**config.mk**
```make
export PLATFORM = sky130hd
export DESIGN_NAME = ras_ctrl
export DESIGN_NICKNAME = d
export VERILOG_FILES = /design/src/rtl/core/ras_pkg.sv /design/src/rtl/core/ras_ctrl.sv
export SDC_FILE = /design/constraint.sdc
export NUM_CORES = 1
export LEC_CHECK = 0
export ABC_CLOCK_PERIOD_IN_PS = 7000
export BUFFER_PORTS_ARGS = -buffer_cell sky130_fd_sc_hd__buf_2
export CORE_UTILIZATION = 52
export CTS_BUF_LIST = sky130_fd_sc_hd__clkbuf_4
export DETAILED_ROUTE_END_ITERATION = 8
export PLACE_DENSITY = 0.79
export SYNTH_ARGS = -nofsm -noshare
export SYNTH_HDL_FRONTEND = slang
export SYNTH_SLANG_ARGS = --single-unit
```
**constraint.sdc**
```tcl
create_clock -name clk_i -period 7 [get_ports clk_i]
set_input_delay 1.05 -clock clk_i [delete_from_list [all_inputs] [get_ports clk_i]]
set_output_delay 1.05 -clock clk_i [all_outputs]
set_load 0.005 [all_outputs]
```
**src/rtl/core/ras_pkg.sv**
```systemverilog
`timescale 1ns / 1ps
// ----------------------------------------------------------------------------
// ras_pkg
// Shared types and constants of the resizing array stack: item formats,
// command codes, controller states and the policy constants.
// ----------------------------------------------------------------------------
package ras_pkg;

  // Default physical depth of the stack memory.
  localparam int RAS_DEPTH = 1024;

  // Fixed field widths of the item formats.
  localparam int DATA_W    = 32;
  localparam int CFG_W     = 11;
  localparam int CNT_OUT_W = 11;
  localparam int RESIZE_W  = 16;

  // Resize policy and reset constants.
  localparam int MIN_CAPACITY   = 2;
  localparam int RESET_CAPACITY = 10;
  localparam int SHRINK_FLOOR   = 10;

  // Word reported for a missing element.
  localparam logic signed [DATA_W-1:0] EMPTY_MARK = -32'sd99;

  // Command codes.
  typedef enum logic {
    CMD_PUSH = 1'b0,
    CMD_POP  = 1'b1
  } ras_cmd_e;

  // Controller states.
  typedef enum logic [1:0] {
    ST_IDLE,
    ST_READ,
    ST_DONE
  } ras_state_e;

  // One input item.
  typedef struct packed {
    logic                     command;
    logic signed [DATA_W-1:0] value;
  } ras_in_t;

  // One result item.
  typedef struct packed {
    logic                     ok;
    logic signed [DATA_W-1:0] popped_value;
    logic signed [DATA_W-1:0] top_value;
    logic [CNT_OUT_W-1:0]     item_count;
    logic [CNT_OUT_W-1:0]     capacity;
    logic [CNT_OUT_W-1:0]     peak_capacity;
    logic [RESIZE_W-1:0]      resize_count;
    logic                     is_empty;
    logic                     is_full;
  } ras_out_t;

endpackage

```
**src/rtl/core/ras_ctrl.sv**
```systemverilog
`timescale 1ns / 1ps
// ----------------------------------------------------------------------------
// ras_ctrl
// Stack controller: holds the count, capacity, peak and resize counters and
// a copy of the top word, applies the resize policy, drives the stack
// memory and builds one result item per input item.
// ----------------------------------------------------------------------------
module ras_ctrl
  import ras_pkg::*;
#(
  parameter int DEPTH = RAS_DEPTH
) (
  input  logic                     clk_i,
  input  logic                     rst_ni,
  // Configuration write
  input  logic                     cfg_valid_i,
  output logic                     cfg_ready_o,
  input  logic [CFG_W-1:0]         cfg_data_i,
  // Input items
  input  logic                     in_valid_i,
  output logic                     in_ready_o,
  input  ras_in_t                  in_data_i,
  // Finished result towards the output register
  output logic                     res_valid_o,
  input  logic                     res_ready_i,
  output ras_out_t                 res_data_o,
  // Stack memory
  output logic                     mem_we_o,
  output logic [$clog2(DEPTH)-1:0] mem_waddr_o,
  output logic [DATA_W-1:0]        mem_wdata_o,
  output logic                     mem_re_o,
  output logic [$clog2(DEPTH)-1:0] mem_raddr_o,
  input  logic [DATA_W-1:0]        mem_rdata_i
);

  localparam int AW    = $clog2(DEPTH);
  localparam int CNT_W = ($clog2(DEPTH + 1) > CNT_OUT_W) ? $clog2(DEPTH + 1) : CNT_OUT_W;

  ras_state_e state_q, state_d;
  logic [CNT_W-1:0]    count_q, count_d;
  logic [CNT_W-1:0]    cap_q, cap_d;
  logic [CNT_W-1:0]    peak_q, peak_d;
  logic [RESIZE_W-1:0] resize_q, resize_d;
  logic [DATA_W-1:0]   top_q, top_d;
  ras_out_t            res_q, res_d;

  logic               cfg_fire;
  logic               in_fire;
  logic               is_pop;
  logic               full;
  logic [CNT_W+2:0]   cap_x7;
  logic [CNT_W:0]     grow_raw;
  logic [CNT_W-1:0]   grow_cap;
  logic               grow_ev;
  logic               shrink_ev;
  logic               resize_ev;
  logic [CNT_W-1:0]   new_cap;
  logic [CNT_W-1:0]   new_peak;
  logic [RESIZE_W-1:0] new_resize;
  logic               push_ok;
  logic [CNT_W-1:0]   cfg_ext;
  logic [CNT_W-1:0]   cfg_cap;
  logic [CNT_W-1:0]   rd_idx;

  // Handshakes: the controller takes work only between items.
  assign cfg_ready_o = (state_q == ST_IDLE);
  assign in_ready_o  = (state_q == ST_IDLE) && !cfg_valid_i;
  assign cfg_fire    = cfg_valid_i && cfg_ready_o;
  assign in_fire     = in_valid_i && in_ready_o;
  assign is_pop      = (in_data_i.command == CMD_POP);

  // Growth target: floor(cap * 7 / 4), limited to the physical depth.
  assign full     = (count_q == cap_q);
  assign cap_x7   = {cap_q, 3'b000} - {3'b000, cap_q};
  assign grow_raw = cap_x7[CNT_W+2:2];
  assign grow_cap = (grow_raw > (CNT_W + 1)'(DEPTH)) ? CNT_W'(DEPTH) : grow_raw[CNT_W-1:0];
  assign grow_ev  = full && (grow_cap != cap_q);

  // Shrink when under half full, after a first resize and above the floor.
  assign shrink_ev = !full && ({count_q, 1'b0} < {1'b0, cap_q}) &&
                     (resize_q != '0) && (cap_q > CNT_W'(SHRINK_FLOOR));

  // A push only grows; a pop on a non-empty stack may grow or shrink.
  assign resize_ev  = is_pop ? ((count_q != '0) && (grow_ev || shrink_ev)) : grow_ev;
  assign new_cap    = resize_ev ? (grow_ev ? grow_cap : (cap_q >> 1)) : cap_q;
  assign new_peak   = (resize_ev && (peak_q < new_cap)) ? new_cap : peak_q;
  assign new_resize = (resize_ev && (resize_q != '1)) ? resize_q + RESIZE_W'(1) : resize_q;
  assign push_ok    = (count_q < new_cap);

  // Configured capacity, clamped to the legal range.
  assign cfg_ext = CNT_W'(cfg_data_i);
  assign cfg_cap = (cfg_ext < CNT_W'(MIN_CAPACITY)) ? CNT_W'(MIN_CAPACITY) :
                   (cfg_ext > CNT_W'(DEPTH))        ? CNT_W'(DEPTH)        : cfg_ext;

  // Memory accesses: a push writes the new top entry, a pop that leaves
  // elements behind reads the entry below the cached top.
  assign rd_idx      = count_q - CNT_W'(2);
  assign mem_we_o    = in_fire && !is_pop && push_ok;
  assign mem_waddr_o = count_q[AW-1:0];
  assign mem_wdata_o = in_data_i.value;
  assign mem_re_o    = in_fire && is_pop && (count_q >= CNT_W'(2));
  assign mem_raddr_o = rd_idx[AW-1:0];

  // State and counter registers.
  always_ff @(posedge clk_i or negedge rst_ni) begin
    if (!rst_ni) begin
      state_q  <= ST_IDLE;
      count_q  <= '0;
      cap_q    <= CNT_W'(RESET_CAPACITY);
      peak_q   <= '0;
      resize_q <= '0;
      top_q    <= EMPTY_MARK;
    end else begin
      state_q  <= state_d;
      count_q  <= count_d;
      cap_q    <= cap_d;
      peak_q   <= peak_d;
      resize_q <= resize_d;
      top_q    <= top_d;
    end
  end

  // Result under construction.
  always_ff @(posedge clk_i) begin
    res_q <= res_d;
  end

  // Next state, stack update and result assembly.
  always_comb begin
    state_d  = state_q;
    count_d  = count_q;
    cap_d    = cap_q;
    peak_d   = peak_q;
    resize_d = resize_q;
    top_d    = top_q;
    res_d    = res_q;
    unique case (state_q)
      ST_IDLE: begin
        if (cfg_fire) begin
          count_d  = '0;
          cap_d    = cfg_cap;
          peak_d   = '0;
          resize_d = '0;
          top_d    = EMPTY_MARK;
        end else if (in_fire) begin
          cap_d    = new_cap;
          peak_d   = new_peak;
          resize_d = new_resize;
          state_d  = ST_DONE;
          res_d.popped_value = '0;
          res_d.ok           = 1'b0;
          if (!is_pop) begin
            if (push_ok) begin
              count_d  = count_q + CNT_W'(1);
              top_d    = in_data_i.value;
              res_d.ok = 1'b1;
            end
          end else if (count_q == '0) begin
            res_d.popped_value = EMPTY_MARK;
          end else begin
            count_d            = count_q - CNT_W'(1);
            res_d.ok           = 1'b1;
            res_d.popped_value = top_q;
            if (count_q == CNT_W'(1)) begin
              top_d = EMPTY_MARK;
            end else begin
              state_d = ST_READ;
            end
          end
          res_d.top_value     = top_d;
          res_d.item_count    = count_d[CNT_OUT_W-1:0];
          res_d.capacity      = cap_d[CNT_OUT_W-1:0];
          res_d.peak_capacity = peak_d[CNT_OUT_W-1:0];
          res_d.resize_count  = resize_d;
          res_d.is_empty      = (count_d == '0);
          res_d.is_full       = (count_d == cap_d);
        end
      end
      ST_READ: begin
        // The word below the popped one becomes the new top.
        top_d           = mem_rdata_i;
        res_d.top_value = mem_rdata_i;
        state_d         = ST_DONE;
      end
      ST_DONE: begin
        if (res_ready_i) begin
          state_d = ST_IDLE;
        end
      end
      default: begin
        state_d = ST_IDLE;
      end
    endcase
  end

  assign res_valid_o = (state_q == ST_DONE);
  assign res_data_o  = res_q;

  // The count never passes the logical capacity.
  a_count_le_cap: assert property (@(posedge clk_i) disable iff (!rst_ni)
    count_q <= cap_q)
    else $error("element count exceeds logical capacity");

  // The capacity stays within the legal range.
  a_cap_range: assert property (@(posedge clk_i) disable iff (!rst_ni)
    (cap_q >= CNT_W'(MIN_CAPACITY)) && (cap_q <= CNT_W'(DEPTH)))
    else $error("logical capacity out of range");

  // No peak is recorded before the first resize.
  a_peak_after_resize: assert property (@(posedge clk_i) disable iff (!rst_ni)
    (resize_q == '0) |-> (peak_q == '0))
    else $error("peak capacity set without a resize");

  // A pop that leaves elements behind waits for the memory read.
  a_pop_reads: assert property (@(posedge clk_i) disable iff (!rst_ni)
    (in_fire && is_pop && (count_q >= CNT_W'(2))) |=> (state_q == ST_READ))
    else $error("pop did not wait for the next top word");

  // A push never writes beyond the logical capacity.
  a_write_in_range: assert property (@(posedge clk_i) disable iff (!rst_ni)
    mem_we_o |-> (count_q < new_cap))
    else $error("stack write beyond capacity");

endmodule

```
==> results of run 1 <==
cells in the mapped netlist (8+ instances only):
master | n | area (sq um)
o21ai_0 | 95 | 475
inv_1 | 33 | 124
a211oi_1 | 9 | 67.6
and2_1 | 9 | 56.3
a22o_1 | 15 | 131
nand3_1 | 33 | 165
xor2_1 | 10 | 87.6
or3_1 | 10 | 62.6
nor2b_1 | 8 | 50.1
nor4_1 | 11 | 68.8
a21oi_1 | 59 | 295
a221oi_1 | 15 | 131
buf_1 | 9 | 33.8
nand4_1 | 12 | 75.1
mux2i_1 | 8 | 80.1
buf_4 | 46 | 345
ha_1 | 47 | 588
a22oi_1 | 29 | 218
dfrtp_1 | 52 | 1300
o31ai_1 | 10 | 75.1
dfstp_2 | 31 | 815
nor2_1 | 64 | 240
clkbuf_1 | 65 | 244
mux2_2 | 39 | 439
a21o_1 | 37 | 278
nand2b_1 | 8 | 50.1
xnor2_1 | 47 | 412
edfxtp_1 | 116 | 3480
o22ai_1 | 37 | 231
nand2_1 | 120 | 450
o21a_1 | 36 | 270
nor3_1 | 33 | 165
and3_1 | 13 | 81.3
stage by stage:
stage / instance area (sq um) / util / total power [mW] / setup slack (ns) / hold slack [ns]
floorplan: 12600 / - / 4.71 / 0.0518 / 0.464
global placement: 14300 / 0.607 / 6.35 / 0.252 / 0.485
detailed placement: 14300 / 0.607 / 6.39 / 0.147 / 0.494
CTS: 14800 / 0.625 / 7.12 / 0.000675 / 0.370
global route: 14800 / 0.628 / 7.73 / -0.270 / 0.357
finish: 14800 / 0.628 / 7.31 / -0.0269 / 0.358
cell families (layout without fill, tap and decap cells):
kind of cell               Yosys count  count (layout)  share of synthesized area
and+or+nand+nor                    354             354                      0.141
other                                0               5                          0
muxes                               47              47                     0.0413
adders and majority gates           47              47                     0.0468
buffers and inverters              165             420                     0.0662
DFF                                199             199                      0.445
AOI/OAI and AO/OA                  407             407                      0.220
xor gates and xnor gates            57              57                     0.0397
registers in the layout, summed over array words and instances, names as in the netlist:
| register | cells |
|---|---|
| state_q | 2 |
| top_q | 32 |
| peak_q | 11 |
| res_data_o | 116 |
| count_q | 11 |
| resize_q | 16 |
| cap_q | 11 |
cell type report:
type	count	area share
Antenna cell	5	0.000843
Clock buffer	17	0.00860
Clock inverter	15	0.0116
Inverter	38	0.00978
Multi-Input combinational cell	912	0.428
Sequential cell	199	0.377
Tap cell	319	0.0269
Timing Repair Buffer	350	0.136
worst max path at each step:
stage / startpoint / endpoint / slack, ns / depth (start not counted)
finish: cap_q[4] / mem_we_o / -0.03 / 26
global route: cap_q[4] / mem_we_o / -0.27 / 26
CTS: cap_q[3] / mem_we_o / 0.0007 / 25
detailed placement: cap_q[3] / res_data_o[1] / 0.15 / 27
global placement: cap_q[3] / mem_we_o / 0.25 / 24
floorplan: cap_q[3] / mem_we_o / 0.05 / 26
power groups by stage:
stage	logic (mW)	clock network, mW	registers (mW)
after CTS	4.56	0.661	1.91
after global routing	5.08	0.701	1.95
after floorplan	2.80	0	1.91
final	4.74	0.655	1.92
after global placement	4.43	0	1.92
after detailed placement	4.46	0	1.93
layer usage:
metal  routed length (um)  up-vias  GRT usage
li1                     -     5226          -
met1                17000     5494      0.442
met2                19100      644      0.538
met3                 4060       63     0.0845
met4                  807        2     0.0957
met5                   13        -          0
what timing repair did:
action,in CTS,in global routing
gates cloned,0,0
gates resized for setup,20,14
setup buffers,5,0
setup endpoints to repair,1,1
pin swaps,13,5
==> flow_summary.ini, run 1 <==
[setup_path]
start_kind = flip-flop
cp.required_ns = 5.95
worstReg2RegStart = cap_q[4]
cp_top_family = compound AO/OA/AOI/OAI gates
slowest_delay_ns = 0.45
r2r_end = res_data_o[1]
cp_num_buf_inv = 5
arrival_ns = 5.98
slowest_stage = o41a_1
r2r_slack_ns = 0.37
r2r_cells = 30
crit_fanout = 8
critPathCaptureType = output pin
critical_path_class = reg2out

[yosys]
synth_edf_count = 116
synth_ff_type = edfxtp_1
ys_ff_latch = 199
yosysSeqAreaShare = 0.445
syn_area_sq_um = 12600
synth_nets = 1404
avgSynthCellArea_sq_um = 9.85
ys.warnings.count = 0
async_flop_share = 0.417
synth_cells = 1276
synthDistinctLibCells = 85

[global_route]
overflow = 0
grt_max_degree = 80
track_usage = 0.333
first_global_vias = 10848
grt_pass1_wl_um = 61800
antenna_found_initial = 2

[final_layout]
nNetsFinal = 1646
finalNonFillerCells = 1855
final_cell_mix = buf_2 (252), nand2_1 (118), edfxtp_1 (116)
synthToLayoutAreaGrowth_pct = 18.1
fill_cells = 2002
seq_area_sq_um = 5600
multi_input_area_sq_um = 6360
drive_gt1_frac = 0.334
final_common_cell = buf_2

[job]
cap_violations = 0

[sta]
maxSlewHeadroom = 0.304
fin_crit_ns = 7.03
drv_slew = 0
fin_tns_setup_ns = -0.0269
rsz0062_at_grt = yes
tightestPinTransition_ns = 1.04
finalSetupViolations = 1
max_clock_freq_mhz = 142
finClkSkew_ns = 0.0400
fin_crit_sh = 1.00
setup_ws_ns = -0.0269
hold_viol = 0

[drt]
via_count = 11429
wl_per_cell_um = 22.1
dr.pass1.iters = 5
drtIter0Drc = 1100
drc = 0
wl_um = 41000
viasPerCell = 6.16
ant_nets = 0

[place]
dp.cells = 1813
dp_hpwl_um = 29300
place.gp.congestion = 0.999
port_buffers = 253

[power_and_ir_drop]
internal_power_mw = 3.74
power_frac_clock = 0.090
pwr-share-comb = 0.648
vdd_drop_max_v = 0.000270
pwr-share-seq = 0.262
total_leakage_power_nw = 6.34
netSwitchingFraction = 0.489
cellPowerDensity_nw_per_um2 = 493
p_sw_mw = 3.57

[cts]
worst_skew_pair.late_latency_ns = 0.64
clock-root-buffer = clkbuf_4
ctsHtreeMaxLevel = 4
cts_hold_buf = 0
path_clk_slew_ns = 0.20
cts_buffer_depth = 2
cts_buffers = 17
cts_tree = built
cts_sinks = 199

[floorplan]
ios = 254
row_count = 56
die_y_um = 157
initial_utilization = 0.532
die_area_sq_um = 24800
chipWidth_um = 157
core_area_sq_um = 23600

[run_status]
status = finished with violations
violations = setup timing

[min_path]
hold_class = in2async
Note: power is estimated with default switching activity, not from simulation.
==> inputs of run 2 (changes only) <==
Settings changed: ABC_AREA from default to 1.
==> run 2 against run 1 <==
  * Worst setup slack better by 0.44 ns
  * Clock power grew 3.4%
  * Cell area fell by 4.2%
  * Flip-flop and latch count unchanged
  * Sequential share of layout area increased by 1.7 points
  * Wire length is 6.4% lower
  * Critical path depth up 9
  * Synthesized area decreased by 1.9%
  * Non-clock buffer count down 42
  * Via count is 1.7% higher
  * Die area decreased by 1.8%
  * Hold slack got worse by 0.056 ns
  * Largest cell class is now flip-flops and latches
  * The run now ends clean
==> flow_summary.ini, run 2 <==
[run_status]
status = finished clean

[cts]
cts_sinks = 199
cts_buffer_depth = 2
ctsHtreeMaxLevel = 4
path_clk_slew_ns = 0.22
cts_buffers = 17
cts_hold_buf = 0
worst_skew_pair.late_latency_ns = 0.63
clock-root-buffer = clkbuf_4
cts_tree = built

[sta]
fin_crit_sh = 0.941
finalSetupViolations = 0
finClkSkew_ns = 0.0387
max_clock_freq_mhz = 152
fin_crit_ns = 6.59
tightestPinTransition_ns = 1.18
setup_ws_ns = 0.413
drv_slew = 0
hold_viol = 0
maxSlewHeadroom = 0.204

[setup_path]
slowest_stage = dfstp_2
crit_fanout = 8
critPathCaptureType = output pin
path_common_cell = nand2_1
cp.required_ns = 5.95
arrival_ns = 5.54
critical_path_class = reg2out
slowest_delay_ns = 0.60
start_kind = flip-flop

[place]
dp_hpwl_um = 27700
place_ws_ns = 0.687
place.gp.congestion = 0.984
port_buffers = 253

[global_route]
first_global_vias = 10775
antenna_found_initial = 3
grt_pass1_wl_um = 58900
track_usage = 0.316
grt_max_degree = 79
overflow = 0

[yosys]
ys.warnings.count = 0
synth_cells = 1512
syn_area_sq_um = 12300
yosysSeqAreaShare = 0.454
synthDistinctLibCells = 47
avgSynthCellArea_sq_um = 8.16
ys_ff_latch = 199
synth_edf_count = 116
synth.most_common_cell = nand2_1
synth_top_area_cell = edfxtp_1
synth_nets = 1640
synth_common_cells = nand2_1 (356), inv_1 (211), edfxtp_1 (116)
synthTopCellsByArea = edfxtp_1 (28%), nand2_1 (11%), dfrtp_1 (11%)
async_flop_share = 0.417
synth_ff_type = edfxtp_1
synth.top_cell.area_share = 0.282

[job]
cap_violations = 0

[floorplan]
row_count = 55
die_y_um = 156
ios = 254
chipWidth_um = 156
die_area_sq_um = 24300
initial_utilization = 0.538
core_area_sq_um = 22900

[drt]
via_count = 11625
wl_um = 38400
ant_nets = 0
drc = 0
dr.pass1.iters = 6
wl_per_cell_um = 18.7
drtIter0Drc = 1061
viasPerCell = 5.65

[power_and_ir_drop]
cellPowerDensity_nw_per_um2 = 459
vdd_drop_max_v = 0.000225
total_power_mw = 6.53
total_leakage_power_nw = 7.00

[final_layout]
largest_reg_flops = 116
final_common_cell = nand2_1
synthToLayoutAreaGrowth_pct = 15.2
nNetsFinal = 1857
final_cell_mix = nand2_1 (350), buf_2 (252), inv_1 (208)
utilization = 0.620
drive_gt1_frac = 0.249

[min_path]
hold_class = in2async
-- run 2: through the flow --
| step | hold slack (ns) | area, sq um | setup TNS, ns | cells |
|---|---|---|---|---|
| 2_1_floorplan | 0.477 | 12300 | 0 | 1512 |
| 3_3_place_gp | 0.500 | 13600 | 0 | 1998 |
| 3_5_place_dp | 0.510 | 13600 | 0 | 1998 |
| 4_1_cts | 0.287 | 13900 | 0 | 2030 |
| 5_1_grt | 0.291 | 14200 | -0.0343 | 2056 |
| 6_report | 0.301 | 14200 | 0 | 2056 |
-- run 2: worst max-delay path, delay by kind of cell, from the launching register on --
family | cells | cell delay, ns
AND/OR/NAND/NOR | 22 | 2.19
AO/OA/AOI/OAI | 4 | 0.72
adder cells (fa/ha/maj) | 2 | 0.62
buffers and inverters | 7 | 0.78
flip-flops | 1 | 0.60
-- run 2: repair_timing --
item,4_1_cts,5_1_grt
resized for setup,1,26
buffers inserted,0,24
pin swaps,0,4
cloned,0,1
setup endpoints to repair,1,1
-- run 2: final timing paths --
path	startpoint	endpoint	slack (ns)	depth (start not counted)
max in group asynchronous	rst_ni	cap_q[9]	5.52	2
max reg2reg	cap_q[3]	res_data_o[1]	0.82	41
min reg2reg	top_q[0]	top_q[0]	0.55	2
min in group clk_i	top_q[0]	top_q[0]	0.55	2
min	rst_ni	count_q[6]	0.30	1
max	cap_q[3]	mem_we_o	0.41	35
-- run 2: cells by family after synthesis --
| logic type | Yosys count | share of synthesized area |
|---|---|---|
| simple gates | 575 | 0.198 |
| buf+inv | 330 | 0.119 |
| compound gates | 324 | 0.155 |
| flops | 199 | 0.454 |
| fa+ha+maj | 47 | 0.0477 |
| xor+xnor | 37 | 0.0263 |
-- run 2: power breakdown --
part	switching [mW]	leakage (nW)	total (mW)	internal [mW]
Combinational	2.57	4.71	3.84	1.27
Clock	0.499	0.171	0.677	0.178
Sequential	0.255	2.12	2.01	1.76
-- run 2: area by class of cell --
class	instances	area, sq um
fillers	1998	8700
flip-flops and latches	199	5610
multi-input cells	984	5380
repair buffers	308	1680
inverters	219	832
well taps	313	392
clock inverters	15	196
clock buffers	17	128
diodes	1	2.50
-- run 2: layer usage --
| metal | track usage | share of wire | vias to the layer above |
|---|---|---|---|
| met2 | 0.499 | 0.47 | 637 |
| met5 | 0 | 0.00021 | - |
| li1 | - | - | 5452 |
| met3 | 0.0550 | 0.084 | 81 |
| met1 | 0.436 | 0.42 | 5453 |
| met4 | 0.116 | 0.029 | 2 |
==> inputs of run 3 (changes only) <==
Settings changed: BUFFER_PORTS_ARGS -buffer_cell sky130_fd_sc_hd__buf_2 to -buffer_cell sky130_fd_sc_hd__buf_4.
==> run 3 against run 2 <==
  * Clock skew is 0.0058 ns lower
  * Sequential share of layout area down 1.6 points
  * Cell area increased by 4.1%
  * Non-clock buffer count decreased by 1
  * Hold slack improved by 0.023 ns
  * Register-to-register slack improved by 0.10 ns
  * Power grew 2.4%
  * Final cell count about the same
  * Sequential power about the same
  * Highest routed layer is now met4
==> flow_summary.ini, run 3 (synthesis results as in run 2) <==
[drt]
ant_nets = 0
wl_per_cell_um = 18.8
wl_um = 38700
viasPerCell = 5.69
drc = 0
dr.pass1.iters = 7
via_count = 11692
drtIter0Drc = 1098

[sta]
hold_slack_ns = 0.324
hold_viol = 0
drv_slew = 0
finClkSkew_ns = 0.0329
fin_crit_ns = 6.55
finalSetupViolations = 0
rsz0062_at_grt = no
tightestPinTransition_ns = 0.994
max_clock_freq_mhz = 153
maxSlewHeadroom = 0.338
fin_tns_setup_ns = 0
fin_crit_sh = 0.935

[setup_path]
arrival_ns = 5.50
slowest_stage = dfrtp_2
cp.required_ns = 5.95
critPathCaptureType = output pin
r2r_slack_ns = 0.92
slowest_delay_ns = 0.48
path_common_cell = nand2_1
crit_fanout = 8
critical_path_class = reg2out
start_kind = flip-flop

[floorplan]
die_area_sq_um = 24300
initial_utilization = 0.538
chipWidth_um = 156
ios = 254
row_count = 55
die_y_um = 156
core_area_sq_um = 22900

[global_route]
first_global_vias = 10794
grt_max_degree = 79
track_usage = 0.316
grt_pass1_wl_um = 59100
antenna_found_initial = 1
overflow = 0

[final_layout]
synthToLayoutAreaGrowth_pct = 20.0
nNetsFinal = 1856
final_common_cell = nand2_1
drive_gt1_frac = 0.248
largest_reg_flops = 116
final_cell_mix = nand2_1 (351), buf_4 (307), inv_1 (208)

[power_and_ir_drop]
vdd_drop_max_v = 0.000225
p_sw_mw = 3.34
pwr-share-seq = 0.301
total_leakage_power_nw = 7.19
cellPowerDensity_nw_per_um2 = 452
pwr-share-comb = 0.598
power_frac_clock = 0.101
netSwitchingFraction = 0.500
internal_power_mw = 3.34
total_power_mw = 6.68

[min_path]
hold_class = in2async

[cts]
cts_buffers = 17
cts_tree = built
clock-root-buffer = clkbuf_4
worst_skew_pair.late_latency_ns = 0.61
cts_buffer_depth = 2
cts_hold_buf = 0
path_clk_slew_ns = 0.20
cts_sinks = 199
ctsHtreeMaxLevel = 4

[place]
port_buffers = 253
place.gp.congestion = 0.973
dp_hpwl_um = 27800

[run_status]
status = finished clean

[job]
cap_violations = 0
-- run 3: cell count changes in the layout (fill, tap and decap cells not counted), moves of 2 or more --
| cell | delta |
|---|---|
| buf_2 | -252 |
| buf_4 | +251 |
| o21ai_0 | +2 |
| o21ai_1 | -3 |
-- run 3: cell type report --
cell class              instances  area (sq um)
clock inverters                15           191
inverters                     219           832
diodes                          1          2.50
fillers                      1968          8110
well taps                     313           392
clock buffers                  17           128
flip-flops and latches        199          5610
multi-input cells             984          5350
repair buffers                307          2300
-- run 3: worst paths after layout --
path,start,endpoint,cells past startpoint
max in group asynchronous,rst_ni,resize_q[1],2
hold / removal,rst_ni,cap_q[5],1
setup / recovery,cap_q[9],mem_we_o,34
hold reg to reg,top_q[0],top_q[0],2
min in group clk_i,top_q[0],top_q[0],2
setup reg to reg,cap_q[9],res_data_o[1],40
-- run 3: timing repair --
item / CTS / global route
gates resized for setup: 2 / 19
cloned: 0 / 1
setup buffers: 1 / 21
pin swaps: 1 / 3
endpoints found under the setup margin: 1 / 1
-- run 3: layer usage --
layer,global-route usage,up-vias,share of wire
met4,0.115,0,0.028
met1,0.433,5497,0.42
li1,-,5473,-
met3,0.0517,79,0.083
met5,0,-,0
met2,0.506,643,0.47
-- run 3: power by group through the flow --
stage	sequential (mW)	combinational, mW	clock [mW]
detailed placement	2.04	3.78	0
global route	2.04	4.38	0.719
global placement	2.04	3.72	0
finish	2.01	4.00	0.672
CTS	2.02	3.80	0.677
floorplan	1.96	2.44	0
-- run 3: metrics by stage --
stage                     cell area (sq um)  std cells  setup WS, ns  utilization
after floorplan                       12300       1512          1.33            -
after global placement                14200       1999         0.433        0.622
after detailed placement              14200       1999         0.514        0.622
after CTS                             14600       2032         0.138        0.636
after global routing                  14800       2055        0.0102        0.646
final                                 14800       2055         0.452        0.646
-- run 3: worst max-delay path: cells and delay by family (launching register included) --
family                   cells  cell delay, ns
AND/OR/NAND/NOR             21            2.15
flip-flops                   1            0.48
adder cells (fa/ha/maj)      2            0.74
AO/OA/AOI/OAI                5            0.77
buffers and inverters        6            0.79
